<file path="config.mk">
export PLATFORM = sky130hd
export DESIGN_NAME = cteq_ctrl
export DESIGN_NICKNAME = d
export VERILOG_FILES = /design/src/rtl/cteq_pkg.sv /design/src/rtl/cteq_ctrl.sv
export SDC_FILE = /design/constraint.sdc
export NUM_CORES = 1
export LEC_CHECK = 0
export BUFFER_PORTS_ARGS = -buffer_cell sky130_fd_sc_hd__clkbuf_2
export CAP_MARGIN = 20
export CORE_MARGIN = 2
export CORE_UTILIZATION = 30
export CTS_BUF_LIST = sky130_fd_sc_hd__clkbuf_8
export DETAILED_ROUTE_END_ITERATION = 6
export HOLD_SLACK_MARGIN = 0.08
export PLACE_DENSITY = 0.62
export REMOVE_ABC_BUFFERS = 1
export SETUP_SLACK_MARGIN = 0.5
export SLEW_MARGIN = 20
export SYNTH_ARGS = -nofsm -noshare
export SYNTH_HDL_FRONTEND = slang
export SYNTH_SLANG_ARGS = --single-unit
</file>
<file path="constraint.sdc">
create_clock -name clk_i -period 1.86 [get_ports clk_i]
set_input_delay 0.186 -clock clk_i [delete_from_list [all_inputs] [get_ports clk_i]]
set_output_delay 0.186 -clock clk_i [all_outputs]
set_load 0.03 [all_outputs]
</file>
<file path="src/rtl/cteq_pkg.sv">
// Shared types, codes and defaults of the cancellable timer event queue.
package cteq_pkg;

  localparam int unsigned QueueDepthDef = 64;
  localparam int unsigned HandleBitsDef = 16;
  localparam int unsigned TimeBitsDef   = 48;
  localparam int unsigned IdBits        = 32;
  localparam logic [IdBits-1:0] IdMax   = 32'hFFFF_FFFF;

  typedef enum logic [2:0] {
    ACT_ADD      = 3'd0,
    ACT_CANCEL   = 3'd1,
    ACT_TICK     = 3'd2,
    ACT_START    = 3'd3,
    ACT_CLOSE    = 3'd4,
    ACT_SHUTDOWN = 3'd5
  } action_e;

  typedef enum logic [1:0] {
    STS_OK          = 2'd0,
    STS_NOT_RUNNING = 2'd1,
    STS_FULL        = 2'd2,
    STS_NOT_FOUND   = 2'd3
  } status_e;

  typedef enum logic [1:0] {
    FIRE_NONE = 2'd0,
    FIRE_RUN  = 2'd1,
    FIRE_DROP = 2'd2
  } fire_e;

  typedef enum logic [1:0] {
    RUN_TERMINATED = 2'd0,
    RUN_RUNNING    = 2'd1,
    RUN_CLOSING    = 2'd2
  } run_e;

  typedef enum logic [3:0] {
    S_IDLE,
    S_DECODE,
    S_SCAN_ADD,
    S_SCAN_CAN,
    S_ROOT_CHK,
    S_SCAN_TICK,
    S_UP_RD,
    S_UP_CMP,
    S_DN_RD,
    S_DN_CMP
  } fsm_e;

  typedef struct packed {
    logic    load;
    logic    gen_id;
    logic    scan_start;
    logic    mark;
    logic    clr_active;
    logic    root_read;
    logic    take;
    logic    up_read;
    logic    up_move;
    logic    up_place;
    logic    dn_read;
    logic    dn_move;
    logic    dn_place;
    logic    clear_all;
    logic    set_run;
    run_e    run;
    logic    finish;
    status_e status;
    fire_e   fire;
  } cmd_t;

  typedef struct packed {
    logic [2:0] act;
    run_e       run;
    logic       id_zero;
    logic       cnt_zero;
    logic       full;
    logic       scan_busy;
    logic       found;
    logic       at_root;
    logic       up_move;
    logic       due;
    logic       dn_leaf;
    logic       dn_move;
  } sts_t;

endpackage

</file>
<file path="src/rtl/cteq_ctrl.sv">
// Controller state machine that sequences the id scan and the heap sifts.
module cteq_ctrl (
  input  logic            clk_i,
  input  logic            rst_ni,
  input  logic            start,
  output logic            busy,
  input  cteq_pkg::sts_t  sts_i,
  output cteq_pkg::cmd_t  cmd_o
);

  cteq_pkg::fsm_e state_q, state_d;
  cteq_pkg::fire_e pop_fire;

  always_ff @(posedge clk_i or negedge rst_ni) begin
    if (!rst_ni) begin
      state_q <= cteq_pkg::S_IDLE;
    end else begin
      state_q <= state_d;
    end
  end

  assign busy     = (state_q != cteq_pkg::S_IDLE);
  assign pop_fire = sts_i.found ? cteq_pkg::FIRE_RUN : cteq_pkg::FIRE_DROP;

  always_comb begin
    state_d = state_q;
    cmd_o   = '0;
    cmd_o.status = cteq_pkg::STS_OK;
    cmd_o.fire   = cteq_pkg::FIRE_NONE;
    cmd_o.run    = cteq_pkg::RUN_TERMINATED;
    unique case (state_q)
      cteq_pkg::S_IDLE: begin
        if (start) begin
          cmd_o.load = 1'b1;
          state_d    = cteq_pkg::S_DECODE;
        end
      end
      cteq_pkg::S_DECODE: begin
        state_d = cteq_pkg::S_IDLE;
        unique case (cteq_pkg::action_e'(sts_i.act))
          cteq_pkg::ACT_ADD: begin
            if (sts_i.run != cteq_pkg::RUN_RUNNING) begin
              cmd_o.finish = 1'b1;
              cmd_o.status = cteq_pkg::STS_NOT_RUNNING;
            end else if (sts_i.full) begin
              cmd_o.finish = 1'b1;
              cmd_o.status = cteq_pkg::STS_FULL;
            end else begin
              cmd_o.gen_id     = sts_i.id_zero;
              cmd_o.scan_start = 1'b1;
              state_d          = cteq_pkg::S_SCAN_ADD;
            end
          end
          cteq_pkg::ACT_CANCEL: begin
            if (sts_i.id_zero) begin
              cmd_o.finish = 1'b1;
              cmd_o.status = cteq_pkg::STS_NOT_FOUND;
            end else begin
              cmd_o.scan_start = 1'b1;
              state_d          = cteq_pkg::S_SCAN_CAN;
            end
          end
          cteq_pkg::ACT_TICK: begin
            if (sts_i.run == cteq_pkg::RUN_TERMINATED) begin
              cmd_o.finish = 1'b1;
              cmd_o.status = cteq_pkg::STS_NOT_RUNNING;
            end else if (sts_i.cnt_zero) begin
              cmd_o.finish = 1'b1;
            end else begin
              cmd_o.root_read = 1'b1;
              state_d         = cteq_pkg::S_ROOT_CHK;
            end
          end
          cteq_pkg::ACT_START: begin
            cmd_o.finish = 1'b1;
            if (sts_i.run == cteq_pkg::RUN_TERMINATED) begin
              cmd_o.set_run = 1'b1;
              cmd_o.run     = cteq_pkg::RUN_RUNNING;
            end else begin
              cmd_o.status = cteq_pkg::STS_NOT_RUNNING;
            end
          end
          cteq_pkg::ACT_CLOSE: begin
            cmd_o.finish  = 1'b1;
            cmd_o.set_run = 1'b1;
            cmd_o.run     = cteq_pkg::RUN_CLOSING;
          end
          cteq_pkg::ACT_SHUTDOWN: begin
            cmd_o.finish    = 1'b1;
            cmd_o.set_run   = 1'b1;
            cmd_o.run       = cteq_pkg::RUN_TERMINATED;
            cmd_o.clear_all = 1'b1;
          end
          default: begin
            cmd_o.finish = 1'b1;
          end
        endcase
      end
      cteq_pkg::S_SCAN_ADD: begin
        if (!sts_i.scan_busy) begin
          cmd_o.mark = 1'b1;
          state_d    = cteq_pkg::S_UP_RD;
        end
      end
      cteq_pkg::S_SCAN_CAN: begin
        if (!sts_i.scan_busy) begin
          cmd_o.finish     = 1'b1;
          cmd_o.clr_active = sts_i.found;
          cmd_o.status     = sts_i.found ? cteq_pkg::STS_OK : cteq_pkg::STS_NOT_FOUND;
          state_d          = cteq_pkg::S_IDLE;
        end
      end
      cteq_pkg::S_ROOT_CHK: begin
        if (sts_i.due) begin
          cmd_o.take       = 1'b1;
          cmd_o.scan_start = 1'b1;
          state_d          = cteq_pkg::S_SCAN_TICK;
        end else begin
          cmd_o.finish = 1'b1;
          state_d      = cteq_pkg::S_IDLE;
        end
      end
      cteq_pkg::S_SCAN_TICK: begin
        if (!sts_i.scan_busy) begin
          cmd_o.clr_active = sts_i.found;
          state_d          = cteq_pkg::S_DN_RD;
        end
      end
      cteq_pkg::S_UP_RD: begin
        if (sts_i.at_root) begin
          cmd_o.up_place = 1'b1;
          cmd_o.finish   = 1'b1;
          state_d        = cteq_pkg::S_IDLE;
        end else begin
          cmd_o.up_read = 1'b1;
          state_d       = cteq_pkg::S_UP_CMP;
        end
      end
      cteq_pkg::S_UP_CMP: begin
        if (sts_i.up_move) begin
          cmd_o.up_move = 1'b1;
          state_d       = cteq_pkg::S_UP_RD;
        end else begin
          cmd_o.up_place = 1'b1;
          cmd_o.finish   = 1'b1;
          state_d        = cteq_pkg::S_IDLE;
        end
      end
      cteq_pkg::S_DN_RD: begin
        if (sts_i.dn_leaf) begin
          cmd_o.dn_place = 1'b1;
          cmd_o.finish   = 1'b1;
          cmd_o.fire     = pop_fire;
          state_d        = cteq_pkg::S_IDLE;
        end else begin
          cmd_o.dn_read = 1'b1;
          state_d       = cteq_pkg::S_DN_CMP;
        end
      end
      cteq_pkg::S_DN_CMP: begin
        if (sts_i.dn_move) begin
          cmd_o.dn_move = 1'b1;
          state_d       = cteq_pkg::S_DN_RD;
        end else begin
          cmd_o.dn_place = 1'b1;
          cmd_o.finish   = 1'b1;
          cmd_o.fire     = pop_fire;
          state_d        = cteq_pkg::S_IDLE;
        end
      end
      default: begin
        state_d = cteq_pkg::S_IDLE;
      end
    endcase
  end

endmodule

</file>
; ---- Yosys cells after proc, flatten, opt, wreduce, memory -nomap -nowiden
; Cells that the tools add are included.
[totals]
ff_bits = 4
out_inout_bits = 23
wordCells = 97
[classes]
eq_ne = 19
muxes = 71
n_reduce_logical = 6
[op_table]
columns = cell, n
row1 = $pmux 4 s10, 1
row2 = $mux 4, 9
row3 = $mux 1, 33
row4 = $mux 3, 9
row5 = $eq 4x3->1 const B, 4
row6 = $mux 2, 8
row7 = $pmux 4 s3, 1
row8 = $pmux 3 s3, 1
row9 = $eq 4x2->1 const B, 2
row10 = $eq 4x4->1 const B, 2
row11 = $ne 2x2->1 const B, 4
row12 = $pmux 1 s2, 4
row13 = $pmux 2 s2, 2
row14 = $pmux 2 s4, 1
row15 = $pmux 1 s7, 1
row16 = $eq 3x2->1 const B, 2
row17 = $eq 3x3->1 const B, 2
row18 = $eq 4x1->1 const B, 1
row19 = $logic_not 4->1, 1
row20 = $reduce_and 4->1, 1
row21 = $reduce_bool 4->1, 1
row22 = $eq 3x1->1 const B, 1
row23 = $logic_not 3->1, 1
row24 = $pmux 1 s3, 1
row25 = other kinds (3), 3

; ---- Logic depth before layout (Yosys ltp)
[depth]
word_depth = 4
ltp_mapped = 6

; ---- Worst setup path before layout
; OpenSTA, ideal clock, no wires.
[synth_timing]
path_type = register -> output
startpoint = register state_q[1]
endpoint = output cmd_o[4] (netlist name)
arrival_ps = 2267
t_required_ps = 1674
path_slack_ps = -593
stages_incl_launch_ff = 6
path_cell_list = dfrtp_1 buf_6 or2b_1 a2111oi_1 nor2_1 o221ai_1
[synth_rtl]
columns = item, line_no
row1 = start: declaration, cteq_ctrl.sv:11  ; cteq_pkg::fsm_e state_q, state_d;
row2 = start signal: assignment, cteq_ctrl.sv:16  ; state_q <= cteq_pkg::S_IDLE;
row3 = start signal: assignment, cteq_ctrl.sv:18  ; state_q <= state_d;
row4 = end: declaration, cteq_ctrl.sv:8  ; output cteq_pkg::cmd_t cmd_o

==> metrics.md <==
| Metric | Value |
|---|---|
| Synth top area share | `13.7%` |
| WP data arrival | `1.82 ns` |
| Largest reg by FF count | `state_q` |
| Inst Count DP | `169` |
| Global placement routability congestion | `0.819` |
| Flop pwr share | `6.4%` |
| Part of the cycle the worst path needs | `108%` |
| Library cells used by synthesis | `43` |
| RSZ-0062 raised after global routing | `true` |
| Clock Root Buffer | `clkbuf_8` |
| N_diodes | `0` |
| Synth Register Bits | `4` |
| Largest area contributor in the netlist | `dfrtp_1` |
| Overall global routing resource usage | `24.5%` |
| Post-synthesis sequential area ratio | `13.7%` |
| NetSw | `1.27 mW` |
| Combinational Power Share | `86.5%` |
| Vias in the first global route | `1096` |
| # setup viols final | `12` |
| Setup TNS | `-0.834 ns` |
| CP Capture Type | `primary output` |
| Critical Path Source Type | `flop` |
| Antenna violations before repair | `0` |
| Power per standard cell area | `1590 nW/µm²` |
| Area growth, synth to finish | `135%` |
| Largest register FFs | `4` |
| Worst clock skew | `0.000255 ns` |
| Hold WC Path Type | `input pin to async pin` |
| Final worst setup slack | `-0.142 ns` |
| Post-synthesis compound-gate area fraction | `26.7%` |
| Row count | `17` |
| Clock sink count | `4` |
| Core Box Area | `2250 µm²` |
| XOR/XNOR Fraction of Synth Area | `1.20%` |
| LEAKAGE | `0.766 nW` |
| Worst-path clk slew | `0.03 ns` |
| EDFF count, synth | `0` |
| H-tree Lvls | `1` |
| Post-DRT Antenna Nets | `0` |
| DR iter-0 viols | `39` |
| Req. time, crit path | `1.67 ns` |
| Ys Warns | `0` |
| Finished Core Util | `76.4%` |
| Mapped Avg Cell Area | `7.18 µm²` |
| Largest net degree at the start of global routing | `14` |
| CTS tree | `done` |
| Total CTS buffers | `3` |
| Crit Reg-Reg Endpoint | `state_q[3]$_DFFE_PN0P_` |
| Relative slew slack | `69.9%` |
| DRC violations left | `0` |
| Gate Count Post-Synth | `102` |
| Die area | `2850 µm²` |
| GRT Residual Overflow | `0` |
| Main combinational cell family by area after synthesis | `simple AND/OR/NAND/NOR gates` |
| Simple-gate share of the synthesized area | `48.4%` |
| Die width | `53.4 µm` |
| Die Y | `53.4 µm` |
| Sw Ratio | `46.3%` |
| Max FO, Critical Path | `9` |
| Synth Area in Adders | `0%` |
| Reg2Reg Depth | `8` |
| Cell-internal power | `1.47 mW` |
| Post-Syn Area | `732 µm²` |
| Pre-antenna DRT Iters | `4` |
| Failing checks | `setup timing` |
| Most frequent cells in the layout | `26 x buf_4, 19 x buf_6, 17 x clkbuf_2, 10 x buf_8, 8 x clkbuf_8` |
| Commonest non-fill, non-tap cell in the layout | `buf_4` |
| Biggest registers after layout | `state_q (4)` |
| Status | `complete, but fails checks` |
| Final max-slew violation count | `0` |
| Total power | `2.73 mW` |
| Asr flop ratio synth | `100%` |
| # IOs | `41` |
| Worst Max-Slew Pin Slew | `0.450 ns` |
| First-pass GRT wire length | `5040 µm` |
| Clk_lat worst skew | `0.22 ns` |
| Routed vias | `1206` |
| Mux contribution to synthesized area | `1.54%` |
| Fin crit period | `2.00 ns` |
| Final wirelength | `3800 µm` |
| Flop-to-flop setup slack | `0.04 ns` |
| Max_cap viols | `0` |
| Routed len/inst | `18.6 µm` |
| Crit. Startpoint | `state_q[2]$_DFFE_PN0P_` |
| Initial core utilization | `32.5%` |
| Achievable Freq | `499 MHz` |
| Final hold violations | `0` |
| Reg-to-reg startpoint | `state_q[2]$_DFFE_PN0P_` |
| Max IR drop VDD | `1210 µV` |
| Share of cells above drive strength 1 | `65.9%` |
| Ranking of synthesized cells by area | `dfrtp_1 14%, nor2b_1 6.8%, nor2_1 5.1%` |
| Vias/cell | `5.91` |
| Clock power frac | `7.0%` |
| CP Capture Point | `cmd_o[4]` |
| Port bufs | `40` |
| Maximum clock insertion buffer count | `2` |
| Final Instance Count excl. Fillers | `204` |
| Top_reg_cell synth | `dfrtp_1` |
| Hpwl dp | `1910 µm` |
| Critical path type | `flop to primary output` |
| Final layout net count | `196` |
| Final hold slack | `0.320 ns` |
-- layout make-up --
type / instances / area [µm²]
Clock buffer: 3 / 41.3
Fill cell: 125 / 532
Inverter: 3 / 11.3
Multi-Input combinational cell: 87 / 805
Sequential cell: 4 / 100
Tap cell: 28 / 35.0
Timing Repair Buffer: 79 / 731
-- cell families (layout without fill, tap and decap cells) --
logic type | after synthesis | in the layout
flip-flops | 4 | 4
XOR/XNOR | 1 | 1
multiplexers | 1 | 1
AND/OR/NAND/NOR | 56 | 57
AO/OA/AOI/OAI | 28 | 28
buffers and inverters | 12 | 85
-- per-layer routing --
metal  GRT usage [%]  routed length (µm)
met5               0                   0
met4            11.5                 108
met3            3.67                 255
met2            43.2                1920
met1            28.4                1510
-- critical path, stage by stage, from the launching register on --
cell	delay, ns
dfrtp_1	0.40
buf_4	0.23
inv_1	0.15
a2111oi_4	0.39
nor2_1	0.13
o221ai_2	0.09
clkbuf_8	0.19
-- Yosys cell counts, drive strengths merged, types with 3 or more instances --
master / count
nor3b: 4
nor2b: 8
nor4b: 3
a21oi: 5
and3: 3
o21ai: 4
nor3: 5
buf: 6
a211oi: 4
nand2b: 5
inv: 3
nor2: 10
clkbuf: 3
dfrtp: 4
nand3: 4
nor4: 3
-- repair_timing --
action,CTS,global route
hold buffers,1,0
buffers inserted,21,9
endpoints found under the setup margin,27,27
resized for setup,83,39
cloned,1,0
pin swaps,24,14
hold endpoints to repair,4,0
-- per-stage QoR --
step / cell area [µm²] / worst slack, ns
after floorplan: 681 / -0.757
final: 1720 / -0.142
after global placement: 976 / 0.117
after detailed placement: 976 / 0.0856
after global routing: 1720 / -0.195
after CTS: 1560 / -0.0852
-- power by group through the flow --
stage	clock network, mW	registers [mW]	logic [mW]
after CTS	0.192	0.168	1.94
after global routing	0.195	0.182	2.47
after global placement	0	0.168	1.11
after floorplan	0	0.246	0.671
after detailed placement	0	0.170	1.12
final	0.192	0.176	2.37
-- worst min path at each step --
stage | start | endpoint | slack (ns) | cells past startpoint
2_1_floorplan | rst_ni | state_q[0]$_DFFE_PN0P_ | -0.11 | 0
3_3_place_gp | rst_ni | state_q[0]$_DFFE_PN0P_ | -0.005 | 1
3_5_place_dp | rst_ni | state_q[0]$_DFFE_PN0P_ | 0.0005 | 1
4_1_cts | rst_ni | state_q[2]$_DFFE_PN0P_ | 0.31 | 2
5_1_grt | rst_ni | state_q[0]$_DFFE_PN0P_ | 0.35 | 2
6_report | rst_ni | state_q[0]$_DFFE_PN0P_ | 0.32 | 2
No activity file was read; power rests on OpenSTA's default activity.
